$ cat config.mk
export PLATFORM = sky130hd
export DESIGN_NAME = sem_mag
export DESIGN_NICKNAME = d
export VERILOG_FILES = /design/src/hw/rtl/assert_macros.svh /design/src/hw/rtl/sem_pkg.sv /design/src/hw/rtl/sem_mag.sv
export SDC_FILE = /design/constraint.sdc
export NUM_CORES = 1
export LEC_CHECK = 0
export BUFFER_PORTS_ARGS = -buffer_cell sky130_fd_sc_hd__buf_2
export CORE_MARGIN = 5
export CORE_UTILIZATION = 50
export DETAILED_ROUTE_END_ITERATION = 8
export PLACE_DENSITY_LB_ADDON = 0.1
export SETUP_SLACK_MARGIN = 0.3
export SYNTH_ARGS = -nofsm -noshare
export SYNTH_HDL_FRONTEND = slang
export SYNTH_SLANG_ARGS = --single-unit
export TNS_END_PERCENT = 1
$ cat constraint.sdc
create_clock -name clk -period 7.74 [get_ports clk]
set_input_delay 0.387 -clock clk [delete_from_list [all_inputs] [get_ports clk]]
set_output_delay 0.387 -clock clk [all_outputs]
set_load 0.1 [all_outputs]
$ cat src/hw/rtl/assert_macros.svh
// assertion helpers
`ifndef ASSERT_MACROS_SVH
`define ASSERT_MACROS_SVH

`define ASSERT_IMP(lbl, clk, rst_n, a, c) \
	lbl: assert property (@(posedge clk) disable iff (!rst_n) (a) |-> (c)) \
		else $error("assertion failed");

`define ASSERT_NXT(lbl, clk, rst_n, a, c) \
	lbl: assert property (@(posedge clk) disable iff (!rst_n) (a) |=> (c)) \
		else $error("assertion failed");

`endif

$ cat src/hw/rtl/sem_pkg.sv
package sem_pkg;
	localparam int PIX_W = 24;
	localparam int SUM_W = 17;

	typedef struct packed {
		logic top_ok;
		logic bot_ok;
		logic left_ok;
		logic right_ok;
		logic fe;
	} sem_mask_t;
endpackage

$ cat src/hw/rtl/sem_mag.sv
module sem_mag
	import sem_pkg::*;
(
	input  logic               clk,
	input  logic               arst_n,
	input  logic               start,
	input  logic [SUM_W-1:0]   s,
	output logic               busy,
	output logic [7:0]         mag
);
	logic [SUM_W-1:0] s_q;
	logic [7:0]       n_q;
	logic [3:0]       bit_q;
	logic [7:0]       t;
	logic [15:0]      sq;
	logic [16:0]      nn;

	assign t  = n_q | (8'd1 << bit_q[2:0]);
	assign sq = t * t;
	assign nn = {1'b0, 16'(n_q) * 16'(n_q)} + {9'd0, n_q};

	always_ff @(posedge clk or negedge arst_n) begin
		if (!arst_n) begin
			busy  <= 1'b0;
			bit_q <= '0;
		end else if (start) begin
			busy  <= 1'b1;
			bit_q <= 4'd7;
		end else if (busy) begin
			if (bit_q == 4'd0) begin
				busy <= 1'b0;
			end
			bit_q <= bit_q - 4'd1;
		end
	end

	always_ff @(posedge clk) begin
		if (start) begin
			s_q <= s;
			n_q <= '0;
		end else if (busy && {1'b0, sq} <= s_q) begin
			n_q <= t;
		end
	end

	always_comb begin
		if (s_q > 17'd65280) begin
			mag = 8'd255;
		end else if (s_q > nn) begin
			mag = n_q + 8'd1;
		end else begin
			mag = n_q;
		end
	end
endmodule

Word level (Yosys, flattened, before mapping)
Cells that the tools add are included.
Widths: inputs -> output; s select.
{ "op_classes": {"addsub": 3, "multipliers": 2, "n_div": 0, "order_cmp": 3, "n_eq_ne": 0, "n_shift": 1, "muxes": 7, "bitwise": 1, "n_reduce_logical": 3} }
{ "op_table": {"columns": ["op", "count"], "rows": [
  ["$mul 8x8->16", 2],
  ["$add 16x8->17", 1],
  ["$gt 17x16->1 const B", 1],
  ["$gt 17x17->1", 1],
  ["$le 16x17->1", 1],
  ["$mux 8", 2],
  ["$add 8x1->8 const B", 1],
  ["$mux 4", 2],
  ["$or 8x8->8", 1],
  ["$shl 1x3->8 const A", 1],
  ["$logic_not 4->1", 1],
  ["$sub 4x1->4 const B", 1],
  ["$mux 1", 3],
  ["$reduce_bool 2->1", 1],
  ["$logic_and 1x1->1", 1]
]} }
{ "word_totals": {"regBits": 30, "latchBits": 0, "mem_bits_rw": 0, "romBits": 0, "inputBits": 20, "output_inout_bits": 9, "elab_cells": 24, "mem_count": 0} }

Longest topological paths before layout
{ "logic_depth": {"word_depth": 5, "ltp_mapped": 27, "depth_no_buf": 26} }

Worst setup path after synthesis
OpenSTA, ideal clock, no wires.
{ "synth_timing": {"path_type": "reg-to-output", "start": "reg n_q[4]", "end": "out mag[5]", "arrival_ns": 6.960, "t_required_ns": 7.353, "slack_ns": 0.393, "stages_incl_launch_ff": 26, "n_path_buf": 1, "path_cell_list": "dfxtp_1 -> clkbuf_1 -> clkinv_1 -> nor2_1 -> inv_1 -> fa_1 -> fa_1 -> inv_1 -> ha_1 -> inv_1 -> fa_1 -> inv_1 -> fa_1 -> a21o_1 -> nand4_1 -> a31oi_1 -> a41o_1 -> a21oi_1 -> xnor2_1 -> ha_1 -> nand4_1 -> nor3_2 -> a221oi_2 -> a2111oi_4 -> a21oi_1 -> o21ai_1"} }
{ "synth_via": {"elab_chain_cells": 5, "word_cells_on_any_way": 6, "cone_classes": "add/sub (2); mul (1); order compare (1); mux (2)"} }
{ "synth_rtl": {"columns": ["element", "line_no", "source"], "rows": [
  ["start, declared", "sem_mag.sv:12", "logic [7:0] n_q;"],
  ["start signal, assigned", "sem_mag.sv:42", "n_q <= t;"],
  ["$mul 8x8->16", "sem_mag.sv:20", "assign nn = {1'b0, 16'(n_q) * 16'(n_q)} + {9'd0, n_q};"],
  ["$add 16x8->17", "sem_mag.sv:20", null],
  ["$gt 17x17->1", "sem_mag.sv:49", "end else if (s_q > nn) begin"],
  ["$mux 8 *", "sem_mag.sv:49", null],
  ["$mux 8 *", "sem_mag.sv:47", "if (s_q > 17'd65280) begin"],
  ["end, declared", "sem_mag.sv:9", "output logic [7:0] mag"]
]} }
Every way passes the cells marked *; elsewhere a longest branch is shown, timed or not.

Final worst setup path
{ "layout_timing": {"start": "reg n_q[7]", "end": "out mag[2]"} }
{ "layout_via": {"elab_chain_cells": 5} }
{ "layout_rtl": {"columns": ["element", "line_no"], "rows": [
  ["$mul 8x8->16", "sem_mag.sv:20"],
  ["$add 16x8->17 *", "sem_mag.sv:20"],
  ["$gt 17x17->1 *", "sem_mag.sv:49"],
  ["$mux 8 *", "sem_mag.sv:49"],
  ["$mux 8 *", "sem_mag.sv:47"]
]} }
Marked as above.

==> flow_summary.yaml <==
run_status:
  status: "completed"
route:
  wl_per_cell_um: 16.12
  highest_layer: "met4"
  met2_length_um: 6802
  drt-total-wl_um: 13010
  firstDrtPassIters: 4
  drt_iter0_markers: 126
  ant_nets: 0
  drc: 0
  wl_met3_um: 554
  vias: 4412
  via_per_inst: 5.467
  met1Wirelength_um: 5400
sta:
  maxSlewViolCount: 0
  fin_ws_ps: 609.2
  timing.fmax_mhz: 140.2
  finalSetupTns_ps: 0
  period_needed_ps: 7131
  finClkSkew_ps: 14.11
  worstMarginPinSlew_ps: 907.7
  period_share_pct: 92.13
  relSlewSlack_pct: 39.48
  setup_viol: 0
  rsz0062_at_grt: "no"
  hold_viol_final: 0
final_layout:
  area_delta_synth_final_pct: 9.835
  seq_area_um2: 800.8
  diodes: 0
  layout.nets: 845
  post-route-util_pct: 56.47
  drive_gt1_share_pct: 11.84
  fillers: 994
  multi_input_area_mm2: 0.004258
global_route:
  grt_pass1_vias: 4560
  grt_max_degree: 33
  grt_pass1_wl_um: 21560
  antenna_found_initial: 0
  grt_util_all_layers_pct: 20.26
  gr-total-overflow: 0
place:
  portBuffers: 28
  routabilityCongestion: 0.8753
  dp_slack_ps: 573.0
  dp_hpwl_um: 10920
setup_path:
  slowest_stage: "fa_1"
  crit_type: "flop to output port"
  cp.depth: 25
  cp_top_family: "adder cells"
  crit_required_ps: 7350
  critPathLaunch: "n_q[7]$_SDFFE_PP0P_"
  r2r_cells: 25
  r2r-start: "bit_q[2]$_DFFE_PN0P_"
  cp.arrival_ps: 6740
  critPathBufInv: 6
  cp_max_fo: 6
  end_kind: "output port"
  max_stage_delay_ps: 540
  worst_r2r_endpoint: "n_q[6]$_SDFFE_PP0P_"
  rrSetupSlack_ps: 1170
  start_kind: "flop"
logic_synthesis:
  netlist_area_mm2: 0.005598
  syn_nets: 808
  synth_common_cells: "inv_1, ha_1, fa_1, nor2_1, a21oi_1"
  synth_top_cell_area_share_pct: 22.35
  synth_edf_count: 17
  synth-async-reset-ratio_pct: 16.67
  synth.area.top_cells: "ha_1, fa_1, edfxtp_1"
  yosys.area.top_type: "ha_1"
  syn-instance-count: 629
  ys_ff_latch: 30
  synth_area_per_cell_um2: 8.900
  yosys_warnings: 0
  synthMostInstantiatedCell: "inv_1"
  seq_area_frac_synth_pct: 14.22
  synth_cell_types: 56
  synthFlopType: "edfxtp_1"
clocking:
  cts_buffer_depth: 2
  clkTransAtPathRegs_ps: 80
  htreeDepth: 2
  cts_tree: "yes"
  numCtsBuffers: 5
  clock_tree.root_cell: "clkbuf_8"
  clk_latency_ps: 300
  clock_sinks: 30
floorplan:
  die_height_um: 115.8
  row_count: 38
  die_area_mm2: 0.01341
  die_x_um: 115.8
  ioPinCount: 29
  start_util_pct: 51.41
  core_mm2: 0.01089
power_and_ir_drop:
  p_total_mw: 2.178
  vdd_drop_max_mv: 0.1970
  power_density_mw_per_mm2: 354.2
  p_leak_nw: 3.152
run:
  maxCapViolCount: 0
min_path:
  min_from: "s[14]"
  hp-class: "input pin to flop"
  holdPathStages: 1
  hold_end: "s_q[14]$_DFFE_PP_"
[worst max path at each step]
stage and endpoint:
2_1_floorplan mag[5], 3_3_place_gp mag[5], 3_5_place_dp mag[6], 4_1_cts mag[5], 5_1_grt mag[2], 6_report mag[2]
[power by group]
group	switching (mW)	total [mW]	internal, mW
combinational	1.07	1.77	0.704
sequential	0.0428	0.240	0.197
clock	0.0683	0.164	0.0957
total	1.18	2.18	0.997
[cells in the final DEF (no fill, tap or decap), types with 3 or more instances in the layout]
| cell | Yosys | layout |
|---|---|---|
| inv_1 | 131 | 131 |
| ha_1 | 100 | 100 |
| fa_1 | 59 | 59 |
| nor2_1 | 54 | 53 |
| a21oi_1 | 34 | 33 |
| xnor2_1 | 26 | 26 |
| nand2_1 | 23 | 23 |
| buf_2 | 3 | 23 |
| buf_4 | 1 | 18 |
| edfxtp_1 | 17 | 17 |
| a21o_1 | 13 | 13 |
| o21ai_1 | 11 | 10 |
| nor3_1 | 9 | 9 |
| o21ai_0 | 9 | 9 |
| nand4_1 | 9 | 9 |
| nand2b_1 | 8 | 8 |
| o22ai_1 | 8 | 8 |
| and3_1 | 7 | 7 |
| xor2_1 | 6 | 6 |
| nand3_1 | 6 | 6 |
| a211oi_1 | 7 | 5 |
| o21bai_1 | 5 | 5 |
| o211ai_1 | 5 | 5 |
| dfrtp_1 | 5 | 5 |
| clkbuf_8 | 0 | 5 |
| or2_2 | 4 | 4 |
| nor4_1 | 4 | 4 |
| or2_1 | 4 | 4 |
| nor3b_1 | 4 | 4 |
| dfxtp_1 | 8 | 4 |
| dfxtp_2 | 0 | 4 |
| clkinv_1 | 4 | 3 |
| clkinvlp_4 | 0 | 3 |
| nor2b_1 | 3 | 3 |
| a31oi_1 | 4 | 3 |
[cells by family after synthesis]
family	synth area share, %
XOR/XNOR	5.007
adder cells (fa/ha/maj)	43.45
AND/OR/NAND/NOR	12.94
AO/OA/AOI/OAI	14.01
multiplexers	0.1788
flip-flops	14.22
buffers and inverters	10.19
[flip-flops by register name (all words and copies together), names as in the netlist]
name	flops
busy	1
s_q	17
n_q	8
bit_q	4
[layout make-up]
type                            instances  share of cell area, %
Timing Repair Buffer                   45                  4.721
Tap cell                              140                  2.849
Sequential cell                        30                  13.02
Clock inverter                          3                 0.7326
Clock buffer                            5                  1.119
Inverter                              135                  8.303
Multi-Input combinational cell        449                  69.25
[timing repair]
| item | CTS | global route |
|---|---|---|
| buffers inserted | 0 | 4 |
| hold buffers | 1 | 0 |
| endpoints found under the setup margin | 3 | 8 |
| endpoints found under the hold margin | 5 | 0 |
| resized for setup | 1 | 19 |
| pin swaps | 0 | 1 |
[metal layers]
layer / vias up / track usage [%]
met3: 20 / 2.715
li1: 2154 / -
met5: - / 0
met2: 84 / 36.94
met4: 0 / 5.723
met1: 2154 / 24.97
[through the flow]
| step | cells | instance area (um^2) | hold slack, ps |
|---|---|---|---|
| 5_1_grt | 807 | 6148 | 250.2 |
| 6_report | 807 | 6148 | 261.1 |
| 4_1_cts | 803 | 6066 | 252.8 |
| 3_5_place_dp | 794 | 5939 | 217.1 |
| 2_1_floorplan | 629 | 5598 | 91.41 |
| 3_3_place_gp | 794 | 5939 | 205.5 |
(Power assumes the default switching activity.)
